File: src/hdl/fmh_pkg.sv
package fmh_pkg;

    localparam int THREADS = 16;
    localparam int TID_W   = 4;
    localparam int CNT_W   = $clog2(THREADS + 1);

    typedef logic [TID_W-1:0] tid_t;
    typedef logic [CNT_W-1:0] cnt_t;

    localparam logic CMD_LOCK   = 1'b0;
    localparam logic CMD_UNLOCK = 1'b1;

    typedef enum logic [2:0] {
        ST_ACQUIRED  = 3'd0,
        ST_OWNER     = 3'd1,
        ST_QUEUED    = 3'd2,
        ST_FREED     = 3'd3,
        ST_HANDOFF   = 3'd4,
        ST_NOT_OWNER = 3'd5,
        ST_FULL      = 3'd6
    } status_t;

    typedef struct packed {
        logic shift;
        logic load;
        tid_t din;
    } cell_ctl_t;

endpackage

File: src/hdl/fifo_mutex_with_handoff_unit.sv
// Hardware lock with a first-in first-out wait queue and direct hand-off.
// Each accepted request (lock or unlock, with the requesting thread) gives
// exactly one result from an output register in the cycle after it is
// accepted; a new request is taken in every cycle in which that register is
// empty or being taken, so the sustained rate is one request per cycle. The
// limit is the update of the owner and of the waiter row together: waiters
// sit in a row of cells ordered from the head, a lock request writes the
// first free cell and a hand-off shifts the whole row one cell to the head.
// The queue holds up to THREADS waiters and needs no clearing after reset.
module fifo_mutex_with_handoff_unit (
    input  logic                clk,
    input  logic                rst_n,
    input  logic                req_valid,
    output logic                req_stall,
    input  logic                command,
    input  fmh_pkg::tid_t       thread_id,
    output logic                rsp_valid,
    input  logic                rsp_stall,
    output logic [2:0]          status,
    output logic                woken_valid,
    output fmh_pkg::tid_t       woken_thread,
    output logic                is_locked,
    output fmh_pkg::tid_t       current_owner
);
    import fmh_pkg::*;

    logic      held_reg;
    logic      held_next;
    tid_t      owner_reg;
    tid_t      owner_next;
    cnt_t      count_reg;
    cnt_t      count_next;

    logic      rsp_valid_reg;
    status_t   status_reg;
    status_t   status_next;
    logic      woken_valid_reg;
    logic      woken_valid_next;
    tid_t      woken_reg;
    tid_t      woken_next;
    logic      locked_reg;
    tid_t      cur_owner_reg;

    logic      accept;
    logic      enq;
    logic      deq;
    logic      hit_owner;

    cell_ctl_t cell_ctl [THREADS];
    tid_t      cell_tid [THREADS];
    tid_t      cell_nxt [THREADS];

    assign req_stall = rsp_valid_reg && rsp_stall;
    assign accept    = req_valid && !req_stall;
    assign hit_owner = held_reg && (owner_reg == thread_id);

    always_comb
    begin
        held_next        = held_reg;
        owner_next       = owner_reg;
        count_next       = count_reg;
        woken_valid_next = 1'b0;
        woken_next       = '0;
        enq              = 1'b0;
        deq              = 1'b0;
        status_next      = ST_NOT_OWNER;
        if (command == CMD_LOCK)
        begin
            if (hit_owner)
            begin
                status_next = ST_OWNER;
            end
            else if (!held_reg)
            begin
                held_next   = 1'b1;
                owner_next  = thread_id;
                status_next = ST_ACQUIRED;
            end
            else if (count_reg == cnt_t'(THREADS))
            begin
                status_next = ST_FULL;
            end
            else
            begin
                enq         = 1'b1;
                count_next  = count_reg + cnt_t'(1);
                status_next = ST_QUEUED;
            end
        end
        else
        begin
            if (!hit_owner)
            begin
                status_next = ST_NOT_OWNER;
            end
            else if (count_reg != '0)
            begin
                deq              = 1'b1;
                count_next       = count_reg - cnt_t'(1);
                owner_next       = cell_tid[0];
                woken_valid_next = 1'b1;
                woken_next       = cell_tid[0];
                status_next      = ST_HANDOFF;
            end
            else
            begin
                held_next   = 1'b0;
                owner_next  = '0;
                status_next = ST_FREED;
            end
        end
    end

    for (genvar i = 0; i < THREADS; i++)
    begin : g_cell
        assign cell_ctl[i].shift = accept && deq;
        assign cell_ctl[i].load  = accept && enq && (count_reg == cnt_t'(i));
        assign cell_ctl[i].din   = thread_id;
        if (i == THREADS - 1)
        begin : g_last
            assign cell_nxt[i] = '0;
        end
        else
        begin : g_mid
            assign cell_nxt[i] = cell_tid[i+1];
        end
        fmh_cell u_cell (
            .clk      (clk),
            .ctl      (cell_ctl[i]),
            .next_tid (cell_nxt[i]),
            .tid      (cell_tid[i])
        );
    end

    always_ff @(posedge clk or negedge rst_n)
    begin
        if (!rst_n)
        begin
            held_reg      <= 1'b0;
            owner_reg     <= '0;
            count_reg     <= '0;
            rsp_valid_reg <= 1'b0;
        end
        else
        begin
            if (accept)
            begin
                held_reg  <= held_next;
                owner_reg <= owner_next;
                count_reg <= count_next;
            end
            if (accept)
            begin
                rsp_valid_reg <= 1'b1;
            end
            else if (!rsp_stall)
            begin
                rsp_valid_reg <= 1'b0;
            end
        end
    end

    always_ff @(posedge clk)
    begin
        if (accept)
        begin
            status_reg      <= status_next;
            woken_valid_reg <= woken_valid_next;
            woken_reg       <= woken_next;
            locked_reg      <= held_next;
            cur_owner_reg   <= held_next ? owner_next : '0;
        end
    end

    assign rsp_valid     = rsp_valid_reg;
    assign status        = status_reg;
    assign woken_valid   = woken_valid_reg;
    assign woken_thread  = woken_reg;
    assign is_locked     = locked_reg;
    assign current_owner = cur_owner_reg;

    a_count_bound: assert property (@(posedge clk) disable iff (!rst_n)
        count_reg <= cnt_t'(THREADS))
        else $error("waiter count above capacity");

    a_free_empty: assert property (@(posedge clk) disable iff (!rst_n)
        !held_reg |-> (count_reg == '0 && owner_reg == '0))
        else $error("free lock with waiters or stale owner");

    a_handoff_woken: assert property (@(posedge clk) disable iff (!rst_n)
        rsp_valid_reg |-> (woken_valid_reg == (status_reg == ST_HANDOFF)))
        else $error("woken flag disagrees with status");

    a_handoff_count: assert property (@(posedge clk) disable iff (!rst_n)
        accept && deq |=> count_reg == $past(count_reg) - cnt_t'(1))
        else $error("hand-off did not pop the queue");

endmodule

File: src/hdl/fmh_cell.sv
module fmh_cell (
    input  logic              clk,
    input  fmh_pkg::cell_ctl_t ctl,
    input  fmh_pkg::tid_t     next_tid,
    output fmh_pkg::tid_t     tid
);
    import fmh_pkg::*;

    tid_t tid_reg;
    tid_t tid_next;

    always_comb
    begin
        tid_next = tid_reg;
        if (ctl.load)
        begin
            tid_next = ctl.din;
        end
        else if (ctl.shift)
        begin
            tid_next = next_tid;
        end
    end

    always_ff @(posedge clk)
    begin
        tid_reg <= tid_next;
    end

    assign tid = tid_reg;

endmodule
File: config.mk
export PLATFORM = sky130hd
export DESIGN_NAME = fifo_mutex_with_handoff_unit
export DESIGN_NICKNAME = d
export VERILOG_FILES = /design/src/hdl/fmh_pkg.sv /design/src/hdl/fifo_mutex_with_handoff_unit.sv /design/src/hdl/fmh_cell.sv
export SDC_FILE = /design/constraint.sdc
export NUM_CORES = 1
export LEC_CHECK = 0
export ABC_CLOCK_PERIOD_IN_PS = 2500
export BUFFER_PORTS_ARGS = -buffer_cell sky130_fd_sc_hd__buf_2
export CAP_MARGIN = 20
export CORE_MARGIN = 2
export CORE_UTILIZATION = 61
export DETAILED_ROUTE_END_ITERATION = 10
export PLACE_DENSITY = 0.9
export SYNTH_ARGS = -nofsm -noshare
export SYNTH_HDL_FRONTEND = slang
export SYNTH_SLANG_ARGS = --single-unit
export TNS_END_PERCENT = 20
File: constraint.sdc
create_clock -name clk -period 2.5 [get_ports clk]
set_input_delay 0.25 -clock clk [delete_from_list [all_inputs] [get_ports clk]]
set_output_delay 0.25 -clock clk [all_outputs]
set_load 0.01 [all_outputs]
== After elaboration in Yosys (flattened, before gate mapping) ==
Index checks and enable logic that the tools add are counted.

* Add/sub/neg operators: 2
* Equal/unequal tests: 22
* Mux-type cells: 62
* Reductions and logical operators: 43

{| class="wikitable"
|+ Operator list
! cell !! count
|-
| 4-bit two-way mux || 37
|-
| 5-bit by 4-bit == test with 1-bit output (second input constant) || 8
|-
| 2-bit nonzero test || 17
|-
| 5-bit two-way mux || 6
|-
| 1-bit logical AND || 21
|-
| 5-bit by 3-bit == test with 1-bit output (second input constant) || 4
|-
| 3-bit two-way mux || 6
|-
| 1-bit two-way mux || 13
|-
| 5-bit by 2-bit == test with 1-bit output (second input constant) || 2
|-
| 2-bit by 1-bit inequality test with 1-bit output (second input constant) || 3
|-
| 6-bit AND reduction || 1
|-
| 5-bit by 1-bit adder with 5-bit output (second input constant) || 1
|-
| 5-bit by 1-bit == test with 1-bit output (second input constant) || 1
|-
| 5-bit == test (second input constant) || 1
|-
| 5-bit zero test || 1
|-
| 5-bit nonzero test || 1
|-
| 5-bit by 1-bit subtractor with 5-bit output (second input constant) || 1
|-
| 4-bit == test || 1
|-
| 2-bit inequality test (second input constant) || 2
|-
| 2-bit AND reduction || 1
|-
| 1-bit zero test || 1
|}

* Bits in registers: 88
* Bits of input ports: 9
* Output and inout port bits: 15
* Logic and storage cells: 154

== Depth between registers and ports, before layout ==
Gate-level depths: netlist (run 1).

* Depth in word-level cells: 8
* Depth in mapped cells: 8
* Gate-level depth less buffers: 7

== Modules after synthesis ==
Synthesis (run 1) repeated with hierarchy kept, for this count alone.

* Cells, all modules: 301
* Area total of the unflattened synthesis: 4216.5 um^2

{| class="wikitable"
|+ By module, submodules not included
! module !! instances !! cells each !! area an instance (um^2) !! sequential area each (um^2)
|-
| fmh_cell || 16 || 9 || 171.4 || 120.1
|-
| fifo_mutex_with_handoff_unit || 1 || 157 || 1473.9 || 665.6
|}

== Worst setup path after synthesis (run 1) ==
OpenSTA, ideal clock, no wires.

* Kind: register to register
* Start: register count_reg[0]
* End: register g_cell[0].u_cell.tid_reg[0], enable pin
* Setup time: 0.274 ns
* Data arrival time: 1.807 ns
* Required time: 2.226 ns
* Slack: 0.419 ns
* Cell stages (with the launch flop): 8
* Path buffers: 1
* Cell sequence: dfrtp_1 -> inv_1 -> ha_1 -> nor4b_2 -> nor3_1 -> nand2_1 -> clkbuf_1 -> nand2_1

* Longest elaborated chain between the ends: 8
* Elaborated cells on any way between the ends: 14
* Classes of those cells: 1 x eq/ne; 7 x mux; 6 x reduce/logical

{| class="wikitable"
|+ RTL lines
! element !! line !! source
|-
| from (decl) || fifo_mutex_with_handoff_unit.sv:31 || <nowiki>cnt_t count_reg;</nowiki>
|-
| from (signal assigned) || fifo_mutex_with_handoff_unit.sv:150 || <nowiki>count_reg <= count_next;</nowiki>
|-
| 5-bit == test || fifo_mutex_with_handoff_unit.sv:79 || <nowiki>else if (count_reg == cnt_t'(THREADS))</nowiki>
|-
| 1-bit two-way mux || fifo_mutex_with_handoff_unit.sv:79 ||
|-
| 1-bit two-way mux || fifo_mutex_with_handoff_unit.sv:73 || <nowiki>else if (!held_reg)</nowiki>
|-
| 1-bit two-way mux || fifo_mutex_with_handoff_unit.sv:69 || <nowiki>if (hit_owner)</nowiki>
|-
| 1-bit two-way mux || fifo_mutex_with_handoff_unit.sv:67 || <nowiki>if (command == CMD_LOCK)</nowiki>
|-
| 1-bit logical AND (2 in series) || fifo_mutex_with_handoff_unit.sv:117 || <nowiki>assign cell_ctl[i].load = accept && enq && (count_reg == cnt_t'(i));</nowiki>
|-
| 2-bit nonzero test (no line) * || n/a ||
|-
| to (signal assigned) || fmh_cell.sv:27 || <nowiki>tid_reg <= tid_next;</nowiki>
|-
| to (decl) || fmh_cell.sv:9 || <nowiki>tid_t tid_reg;</nowiki>
|}

Every way passes the cells marked *; elsewhere a longest branch is shown, timed or not.
A chain may end at the register's enable or synchronous reset.

== Final worst setup path (run 1) ==
* Start: register owner_reg[1]
* End: register g_cell[13].u_cell.tid_reg[3], data pin

* Longest elaborated chain between the ends: 7

{| class="wikitable"
|+ RTL lines
! element !! line !! source
|-
| from (decl) || fifo_mutex_with_handoff_unit.sv:29 || <nowiki>tid_t owner_reg;</nowiki>
|-
| from (signal assigned) || fifo_mutex_with_handoff_unit.sv:149 || <nowiki>owner_reg <= owner_next;</nowiki>
|-
| 4-bit == test || fifo_mutex_with_handoff_unit.sv:55 || <nowiki>assign hit_owner = held_reg && (owner_reg == thread_id);</nowiki>
|-
| 1-bit logical AND || fifo_mutex_with_handoff_unit.sv:55 ||
|-
| 1-bit two-way mux || fifo_mutex_with_handoff_unit.sv:69 ||
|-
| 1-bit two-way mux || fifo_mutex_with_handoff_unit.sv:67 ||
|-
| 1-bit logical AND (2 in series) || fifo_mutex_with_handoff_unit.sv:117 ||
|-
| 4-bit two-way mux || fmh_cell.sv:15 || <nowiki>if (ctl.load)</nowiki>
|-
| net g_cell[13].u_cell.tid_next[3] || fmh_cell.sv:10 || <nowiki>tid_t tid_next;</nowiki>
|-
| to (signal assigned) || fmh_cell.sv:27 ||
|-
| to (decl) || fmh_cell.sv:9 ||
|}

The timed path passes the listed nets, and every way through them passes these cells.

==> results of run 1 <==
-- layout make-up --
class,instances,area (um2),area share
multi-input combinational,201,1555,0.3320
sequential,88,2587,0.5524
timing repair buffer,36,215.2,0.04594
inverter,6,22.52,0.004808
clock inverter,7,80.08,0.01709
tap,80,100.1,0.02137
clock buffer,9,123.9,0.02644
-- layer usage --
layer | up-vias | part of all wire | wire [um] | track usage
li1 | 1215 | - | - | -
met1 | 1295 | 0.42 | 3349 | 0.2891
met2 | 77 | 0.51 | 4059 | 0.3953
met3 | 13 | 0.038 | 297 | 0.03487
met4 | 0 | 0.024 | 192 | 0.1021
met5 | - | 0 | 0 | 0
-- worst paths after layout --
kind	start	to	slack, ns	depth (start not counted)
max	owner_reg[1]	g_cell[13].u_cell.tid[3]	0.25	5
min	req_valid	rsp_valid	0.09	2
max reg2reg	owner_reg[1]	g_cell[13].u_cell.tid[3]	0.25	5
min reg2reg	g_cell[9].u_cell.tid[3]	g_cell[8].u_cell.tid[3]	0.55	1
max in group asynchronous	rst_n	count_reg[3]	1.98	2
min in group asynchronous	rst_n	owner_reg[1]	0.29	2
-- critical path: stages, from the launching register on --
cell and delay [ns]:
dfrtp_1 0.44, xnor2_1 0.17, and4_1 0.27, nor3_4 0.39, nor3b_4 0.36, mux2_2 0.38
-- kinds of logic after synthesis --
logic type | Yosys count | share of synthesized area
adders and majority gates | 6 | 0.01763
buffers and inverters | 26 | 0.02703
muxes | 65 | 0.1704
xor gates and xnor gates | 8 | 0.01646
AOI/OAI and AO/OA | 35 | 0.04820
and+or+nand+nor | 87 | 0.1125
DFF | 88 | 0.6077
-- power groups by stage --
stage          registers [uW]  logic [uW]  clock network [uW]
2_1_floorplan            1810         476                   0
3_3_place_gp             1860         560                   0
3_5_place_dp             1870         582                   0
4_1_cts                  1840         591                1020
5_1_grt                  1860         663                1070
6_report                 1840         594                1000
-- through the flow --
stage                 util  worst slack, ns  hold WS (ns)
finish              0.6933           0.2527       0.09045
global route        0.6933           0.1687       0.09680
CTS                 0.6933           0.2729       0.07963
detailed placement  0.6617           0.2875        0.1422
global placement    0.6617           0.3841        0.1354
floorplan                -           0.4188      -0.04559
-- placed cells by master, fill, tap and decap left out, types with 2 or more instances in the layout --
master	n
nand4_1	4
inv_1	6
xnor2_1	5
nand3_1	7
a21oi_1	18
o2bb2ai_1	2
nor2_1	12
dfrtp_1	11
xor2_1	3
ha_1	6
edfxtp_1	77
buf_4	12
nor4_2	2
mux2_2	60
mux2i_1	5
clkinv_4	2
clkbuf_8	9
o21ai_0	7
inv_6	2
and3_1	3
nor3_1	4
and2_1	9
nand2b_1	4
nor2b_1	5
buf_2	23
a22oi_1	2
nand2_1	29
clkinvlp_4	2
-- timing repair --
| item | 4_1_cts | 5_1_grt |
|---|---|---|
| hold endpoints to repair | 11 | 0 |
| setup buffers | 0 | 0 |
| hold buffers | 1 | 0 |
==> impl_metrics.csv, run 1 <==
group,metric,value,unit
die,die-area,7664,um2
global_routing,grt_max_degree,20,
power,p_sw,1018,uW
routing,wl_per_cell,18.50,um
routing,wl,7898,um
global_routing,grt_pass1_wl,13100,um
timing,fin_worst_skew,0.01064,ns
die,core,6756,um2
clock_network,cts-buffers-inserted,9,
power,irDropWorstVdd,0.3313,mV
placement,place_inst,410,
die,ios,24,
synthesis,synth-main-ff-cell,"edfxtp_1",
power,intPower,2419,uW
power,clockPowerShare,0.291,
critical_path,worstPathMaxFanout,10,
timing,slew_violations,0,
placement,dp_hpwl,5496,um
clock_network,cts_resized,0,
routing,drtAntennaViolNets,0,
timing,hold_viol_final,0,
clock_network,clock-sinks,88,
clock_network,cts_tree,"done",
timing,fmax,445.0,MHz
timing,fin_crit,2.247,ns
synthesis,yosysUniqueCellTypes,41,
clock_network,clockBufferDepth,2,
die,die_w,87.55,um
layout,design_area,4684,um2
critical_path,required,2.61,ns
timing,rsz0062_at_grt,"no",
global_routing,overflow,0,
layout,final_layout_size_suffix_gt1_frac,0.3401,
synthesis,yosysTopAreaCell,"edfxtp_1",
critical_path,cp-start-kind,"register",
die,die_h,87.55,um
worst_hold_path,hold_path.class,"in -> reg",
clock_network,clk_latency,0.36,ns
critical_path,cp-end-kind,"register",
timing,fin_crit_sh,0.8989,
layout,layout.nets,357,
synthesis,synth_warnings,0,
routing,drc_errors,0,
synthesis,netlist_area,4258,um2
power,p_comb_frac,0.173,
routing,dr_total_vias,2600,
layout,stdcell_count,427,
synthesis,synth-edff-count,77,
synthesis,syn-mean-instance-area,13.52,um2
layout,antennaDiodeCount,0,
layout,n_fill_cell,474,
power,power,3438,uW
global_routing,antenna_found_initial,0,
power,power.share.sequential,0.536,
synthesis,ys_ff_latch,88,
synthesis,synth_most_common_cell,"edfxtp_1",
placement,io_buffers,23,
synthesis,synthDominantCellAreaShare,0.5431,
synthesis,syn_inst,315,
layout,synthToLayoutAreaGrowth,10.02,%
routing,drtIter0Drc,143,
routing,vias_per_cell,6.089,
flow_run,max_cap_viol_count,0,
synthesis,synth_area_leaders,"edfxtp_1, mux2_2, dfrtp_1, nand2_1, a21oi_1",
placement,post_dp_cell_area,4471,um2
synthesis,yosysSeqAreaShare,0.6077,
status,status,"finished, final reports clean",
global_routing,grt_use_total,0.2297,
die,initial_core_util,0.6302,
clock_network,root_buffer,"clkbuf_8",
power,p_leak,0.001810,uW
clock_network,cts.clk_slew.worst_paths,0.09,ns
synthesis,synthArstFlopShare,0.1250,
placement,place_congestion,0.8901,
synthesis,synthTopCellsByCount,"edfxtp_1, mux2_2, nand2_1, a21oi_1, clkbuf_1",
timing,setup_viol_count_final,0,
layout,largest_reg_flops,64,
power,switching_share,0.2962,
global_routing,first_global_vias,2661,
die,rows,30,
power,power-per-cell-area,733.8,nW/um2
timing,tns,0,ns
clock_network,htreeDepth,3,
routing,drt_first_pass_iters,5,
timing,worst-slew-pin-transition,0.5101,ns
critical_path,crit_type,"reg -> reg",
critical_path,cp.arrival,2.36,ns
synthesis,synth_nets,330,
timing,slew_headroom,0.6587,
Power figures use the tool's default switching activity.
==> run 2, diff against run 1 <==
ABC_CLOCK_PERIOD_IN_PS = 1800   (was 2500)
CORE_ASPECT_RATIO = 1.25   (was not set)
CORE_UTILIZATION = 55   (was 61)
PLACE_DENSITY = 0.86   (was 0.9)
clock period = 1.8 ns   (was 2.5 ns; I/O delays follow)
==> run 2 against run 1 <==
The run now ends with setup timing left. Clock power increased by 68%. Die area is 10% higher. Combinational power grew to 2.5 times the previous value. Highest routed layer unchanged.
==> impl_metrics.csv, run 2 (synthesis gave the netlist of run 1 again) <==
group,metric,value,unit
timing,rsz0062_at_grt,"yes",
critical_path,crit_type,"reg -> reg",
status,failed_checks,"setup timing",
layout,final_layout_size_suffix_gt1_frac,0.5385,
global_routing,antenna_found_initial,0,
timing,fin_crit_sh,1.137,
timing,fmax,488.7,MHz
clock_network,root_buffer,"clkbuf_8",
timing,fin_worst_skew,0.008327,ns
layout,layout.nets,400,
routing,drtIter0Drc,174,
clock_network,clk_latency,0.37,ns
global_routing,first_global_vias,2875,
die,die-area,8465,um2
timing,slew_violations,0,
status,status,"finished with violations",
timing,worst-slew-pin-transition,0.4014,ns
routing,vias_per_cell,5.857,
clock_network,htreeDepth,3,
timing,tns,-11.19,ns
layout,synthToLayoutAreaGrowth,26.65,%
critical_path,worstPathMaxFanout,4,
routing,drtAntennaViolNets,0,
global_routing,overflow,0,
timing,finalWorstSetupSlack,-0.2461,ns
layout,antennaDiodeCount,0,
die,core,7445,um2
timing,slew_headroom,0.7247,
power,p_leak,0.002175,uW
clock_network,clock-sinks,88,
worst_hold_path,hold_path.class,"in -> reg",
die,rows,35,
clock_network,cts.clk_slew.worst_paths,0.09,ns
global_routing,grt_max_degree,20,
timing,fin_crit,2.046,ns
routing,drc_errors,0,
timing,hold_viol_final,0,
routing,drt_first_pass_iters,4,
critical_path,worstPathCellList,"xnor2_2 > and4_4 > nor3_4 > buf_6 > nand4_1 > buf_4 > mux2_4",
clock_network,clockBufferDepth,2,
placement,io_buffers,23,
global_routing,grt_use_total,0.2370,
layout,final_common_cell,"edfxtp_1",
die,ios,24,
power,power-per-cell-area,1060,nW/um2
timing,setup_viol_count_final,133,
die,initial_core_util,0.5719,
critical_path,path_buf_inv,2,
routing,dr_total_vias,2823,
routing,wl_per_cell,20.06,um
layout,largest_reg_flops,64,
die,die_h,102.4,um
clock_network,cts-buffers-inserted,9,
critical_path,crit_path_top_delay_cell,"dfrtp_1",
placement,dp_hpwl,5924,um
die,die_w,82.70,um
power,power,5714,uW
power,irDropWorstVdd,0.5643,mV
flow_run,max_cap_viol_count,0,
global_routing,grt_pass1_wl,14520,um
placement,place_congestion,0.9008,
critical_path,required,1.92,ns
layout,utilization,0.7244,
critical_path,slowest_delay,0.45,ns
critical_path,cp.arrival,2.17,ns
critical_path,cpLargestDelayFamily,"simple AND/OR/NAND/NOR gates",
layout,mostFrequentLayoutCells,"edfxtp_1, mux2_2, buf_4",
critical_path,cp-start-kind,"register",
critical_path,cp-end-kind,"register",
routing,wl,9668,um
timing,holdWs,0.02693,ns
clock_network,cts_tree,"done",
[run 2: cell types whose count changed in the layout (fill, tap and decap cells not counted), moves of 4 or more]
cell	delta
nand2_4	+6
nand2_1	-21
mux2_4	+7
nand3_1	-5
buf_4	+37
nand2_2	+15
xnor2_2	+4
nand3_2	+4
mux2_2	-7
buf_6	+6
xnor2_1	-4
[run 2: power breakdown]
group          leakage [uW]  switching (uW)  internal (uW)
registers          0.000835             170           2370
logic               0.00123             789            701
clock network      0.000115             748            932
total               0.00218            1710           4010
[run 2: area by class of cell]
type | instances | area [um2]
well taps | 92 | 115.1
multi-input cells | 201 | 1861
repair buffers | 79 | 560.5
clock inverters | 6 | 116.4
clock buffers | 10 | 127.6
fillers | 461 | 2052
flip-flops and latches | 88 | 2590
inverters | 6 | 22.52
[run 2: path summary, 6_finish.rpt]
check,from,slack (ns),endpoint,depth (start not counted)
min in group asynchronous,rst_n,0.22,owner_reg[1],2
max reg2reg,owner_reg[2],-0.25,g_cell[14].u_cell.tid[0],7
max,owner_reg[2],-0.25,g_cell[14].u_cell.tid[0],7
max in group asynchronous,rst_n,1.33,owner_reg[0],2
min reg2reg,g_cell[5].u_cell.tid[0],0.55,g_cell[4].u_cell.tid[0],1
min,req_valid,0.03,rsp_valid,2
[run 2: timing repair]
| item | CTS | global route |
|---|---|---|
| pin swaps | 9 | 8 |
| endpoints found under the setup margin | 143 | 149 |
| resized for setup | 47 | 28 |
| hold endpoints to repair | 11 | 0 |
| buffers inserted | 6 | 7 |
| hold buffers | 1 | 0 |
[run 2: worst reg2reg max path: cells and delay by family, from the launching register on]
kind | cells | cell delay, ns
muxes | 1 | 0.30
and+or+nand+nor | 3 | 0.55
xor gates and xnor gates | 1 | 0.17
buffers and inverters | 2 | 0.33
DFF | 1 | 0.45
[run 2: metal layers]
layer  vias to the layer above  part of all wire  GRT usage
li1                       1298                 -          -
met1                      1407              0.39     0.2805
met2                       105              0.54     0.4144
met3                        13             0.048    0.05124
met4                         0             0.018    0.09710
met5                         -                 0          0
[run 2: through the flow]
step | cell area, um2 | worst slack, ns | std cells
floorplan | 4295 | -0.2560 | 315
global placement | 4741 | -0.2820 | 452
detailed placement | 4741 | -0.3174 | 452
CTS | 5219 | -0.1502 | 475
global route | 5393 | -0.3231 | 482
finish | 5393 | -0.2461 | 482
==> run 3, diff against run 2 <==
ABC_AREA = 1   (was not set)
SKIP_LAST_GASP = 1   (was not set)
==> run 3 against run 2 <==
Wire length up 5.9%. Highest routed layer unchanged. Sequential power down 4%. Largest power group unchanged. Synthesized cell count up 39%. Sequential cell count unchanged. Worst setup slack better by 0.19 ns. Largest cell class unchanged. Area after synthesis down 0.65%. Critical path type unchanged. Non-clock buffer count down 23. Fmax up 10%. The run still ends with setup timing left. Worst hold slack better by 0.010 ns. Cell count up 23%.
==> impl_metrics.csv, run 3 <==
group,metric,value,unit
timing,rsz0062_at_grt,"yes",
critical_path,worstPathMaxFanout,9,
critical_path,cp-end-kind,"register",
worst_hold_path,min_to,"rsp_valid",
global_routing,grt_pass1_wl,14180,um
critical_path,worstPathCellList,"inv_2 > nand2_2 > nand2_1 > nand2_2 > inv_2 > nand2_4 > nand3_4 > nor2_8 > buf_12 > nand2_4 > nand2_2",
timing,fmax,538.2,MHz
timing,finalWorstSetupSlack,-0.05797,ns
synthesis,synth-edff-count,77,
critical_path,required,1.87,ns
synthesis,synthArstFlopShare,0.1250,
synthesis,synthTopCellsByCount,"nand2_1, edfxtp_1, o21ai_0, inv_1, o21ai_1",
placement,dpl_worst_slack,-0.03691,ns
power,p_leak,0.002420,uW
synthesis,synth_nets,452,
flow_run,max_cap_viol_count,0,
worst_hold_path,hold_start,"rsp_stall",
status,status,"finished with violations",
layout,n_fill_cell,486,
layout,sequential_cell_area,2589,um2
timing,hold_viol_final,0,
critical_path,rr_endpoint,"g_cell[3].u_cell.tid[3]",
routing,vias_per_cell,5.732,
routing,drt_first_pass_iters,5,
clock_network,cts_tree,"done",
die,die_h,102.1,um
clock_network,cts.clk_slew.worst_paths,0.09,ns
critical_path,r2r_start,"owner_reg[0]",
routing,dr_total_vias,3399,
layout,stdcell_count,593,
clock_network,cts-buffers-inserted,9,
layout,final_common_cell,"nand2_1",
critical_path,cp.arrival,1.93,ns
placement,dp_hpwl,6130,um
synthesis,ys_ff_latch,88,
synthesis,synth_area_leaders,"edfxtp_1, nand2_1, dfrtp_1, o21ai_0, o21ai_1",
clock_network,clockBufferDepth,2,
global_routing,grt_use_total,0.2301,
critical_path,cpLargestDelayFamily,"simple AND/OR/NAND/NOR gates",
layout,final_layout_size_suffix_gt1_frac,0.2834,
synthesis,synth_most_common_cell,"nand2_1",
status,failed_checks,"setup timing",
placement,place_congestion,0.8986,
layout,utilization,0.7003,
synthesis,synth_warnings,0,
critical_path,crit_path_frequent_cell,"nand2_2",
layout,antennaDiodeCount,0,
die,core,7401,um2
critical_path,crit_type,"reg -> reg",
critical_path,rrSetupSlack,-0.06,ns
die,die_w,82.44,um
timing,slew_violations,0,
power,irDropWorstVdd,0.7132,mV
clock_network,clk_latency,0.37,ns
clock_network,root_buffer,"clkbuf_8",
critical_path,slowest_delay,0.42,ns
timing,setup_viol_count_final,43,
clock_network,htreeDepth,3,
die,rows,35,
critical_path,crit_path_top_delay_cell,"dfrtp_1",
die,die-area,8413,um2
synthesis,yosysUniqueCellTypes,25,
synthesis,syn-mean-instance-area,9.680,um2
layout,mostFrequentLayoutCells,"nand2_1, edfxtp_1, o21ai_1",
synthesis,netlist_area,4230,um2
layout,synthToLayoutAreaGrowth,22.51,%
layout,layout.nets,512,
timing,slew_headroom,0.7753,
synthesis,synthDominantCellAreaShare,0.5466,
critical_path,cp-start-kind,"register",
die,initial_core_util,0.5716,
global_routing,first_global_vias,3092,
timing,fin_crit_sh,1.032,
routing,wl_per_cell,17.27,um
clock_network,clock-sinks,88,
power,power-per-cell-area,1062,nW/um2
layout,largest_reg_flops,64,
timing,worst-slew-pin-transition,0.3335,ns
global_routing,overflow,0,
layout,multi_input_area,1670,um2
worst_hold_path,hold_path.class,"in -> reg",
critical_path,ff2ff_path_depth,11,
die,ios,24,
synthesis,syn_inst,437,
critical_path,path_buf_inv,3,
synthesis,synth-main-ff-cell,"edfxtp_1",
placement,place_inst,562,
routing,wl,10240,um
placement,io_buffers,23,
synthesis,yosysTopAreaCell,"edfxtp_1",
routing,drc_errors,0,
timing,fin_crit,1.858,ns
worst_hold_path,hold_depth,3,
global_routing,antenna_found_initial,0,
routing,drtAntennaViolNets,0,
synthesis,yosysSeqAreaShare,0.6117,
global_routing,grt_max_degree,24,
routing,drtIter0Drc,230,
timing,fin_worst_skew,0.01389,ns
[run 3: changes by cell type after synthesis, sizes merged, moves of 19 or more]
cell | previous run | this run
nor2 | 12 | 31
nand2 | 29 | 156
inv | 6 | 44
o21ai | 7 | 69
mux2 | 60 | 0
[run 3: area by class of cell]
class,count,share of cell area
clock buffer,10,0.02463
clock inverter,5,0.02004
inverter,44,0.03187
multi-input combinational,298,0.3223
sequential,88,0.4995
tap,92,0.02221
timing repair buffer,56,0.07943
[run 3: what timing repair did]
| action | CTS | global route |
|---|---|---|
| hold buffers | 1 | 0 |
| endpoints found under the setup margin | 36 | 136 |
| pin swaps | 1 | 7 |
| setup buffers | 0 | 12 |
| endpoints found under the hold margin | 11 | 0 |
| gates resized for setup | 4 | 49 |
| cloned | 0 | 3 |
[run 3: kinds of logic (layout without fill, tap and decap cells)]
| family | count (synthesis) | in the layout | share of synthesized area |
|---|---|---|---|
| xor gates and xnor gates | 5 | 5 | 0.01035 |
| AOI/OAI and AO/OA | 74 | 74 | 0.08932 |
| adders and majority gates | 6 | 6 | 0.01775 |
| and+or+nand+nor | 211 | 213 | 0.2227 |
| buffers and inverters | 53 | 115 | 0.04821 |
| DFF | 88 | 88 | 0.6117 |
[run 3: worst min-delay path, delay by kind of cell]
kind          cells  cell delay, ns
buf+inv           1            0.08
simple gates      2            0.12
[run 3: report_power, final]
| group | internal, uW | switching, uW | total (uW) |
|---|---|---|---|
| registers | 2350 | 88.5 | 2440 |
| logic | 519 | 932 | 1450 |
| clock network | 918 | 695 | 1610 |
[run 3: how the worst max path moves through the flow]
stage / slack, ns / to / from / cells after the start
final: -0.06 / g_cell[3].u_cell.tid[3] / owner_reg[0] / 11
after global routing: -0.17 / g_cell[4].u_cell.tid[1] / owner_reg[0] / 11
after detailed placement: -0.04 / g_cell[15].u_cell.tid[3] / count_reg[0] / 10
after CTS: -0.04 / g_cell[14].u_cell.tid[3] / count_reg[1] / 10
after global placement: 0.03 / g_cell[14].u_cell.tid[0] / count_reg[0] / 10
after floorplan: 0.004 / g_cell[4].u_cell.tid[0] / rsp_valid / 7
[run 3: layer usage]
| metal | routed length (um) | global-route usage | vias up |
|---|---|---|---|
| met1 | 3657 | 0.2702 | 1591 |
| li1 | - | - | 1583 |
| met4 | 328 | 0.1013 | 0 |
| met5 | 0 | 0 | - |
| met3 | 805 | 0.04859 | 36 |
| met2 | 5451 | 0.4007 | 189 |
[run 3: metrics by stage]
step                instance area [um2]  setup TNS, ns  hold slack [ns]  total power, uW
finish                             5182        -0.9551          0.03742             5503
global route                       5182         -13.74          0.04930             5727
CTS                                4858        -0.4755          0.02770             5246
detailed placement                 4607        -0.7014          0.07267             3650
global placement                   4607              0          0.06724             3588
floorplan                          4262              0          -0.1156             3240
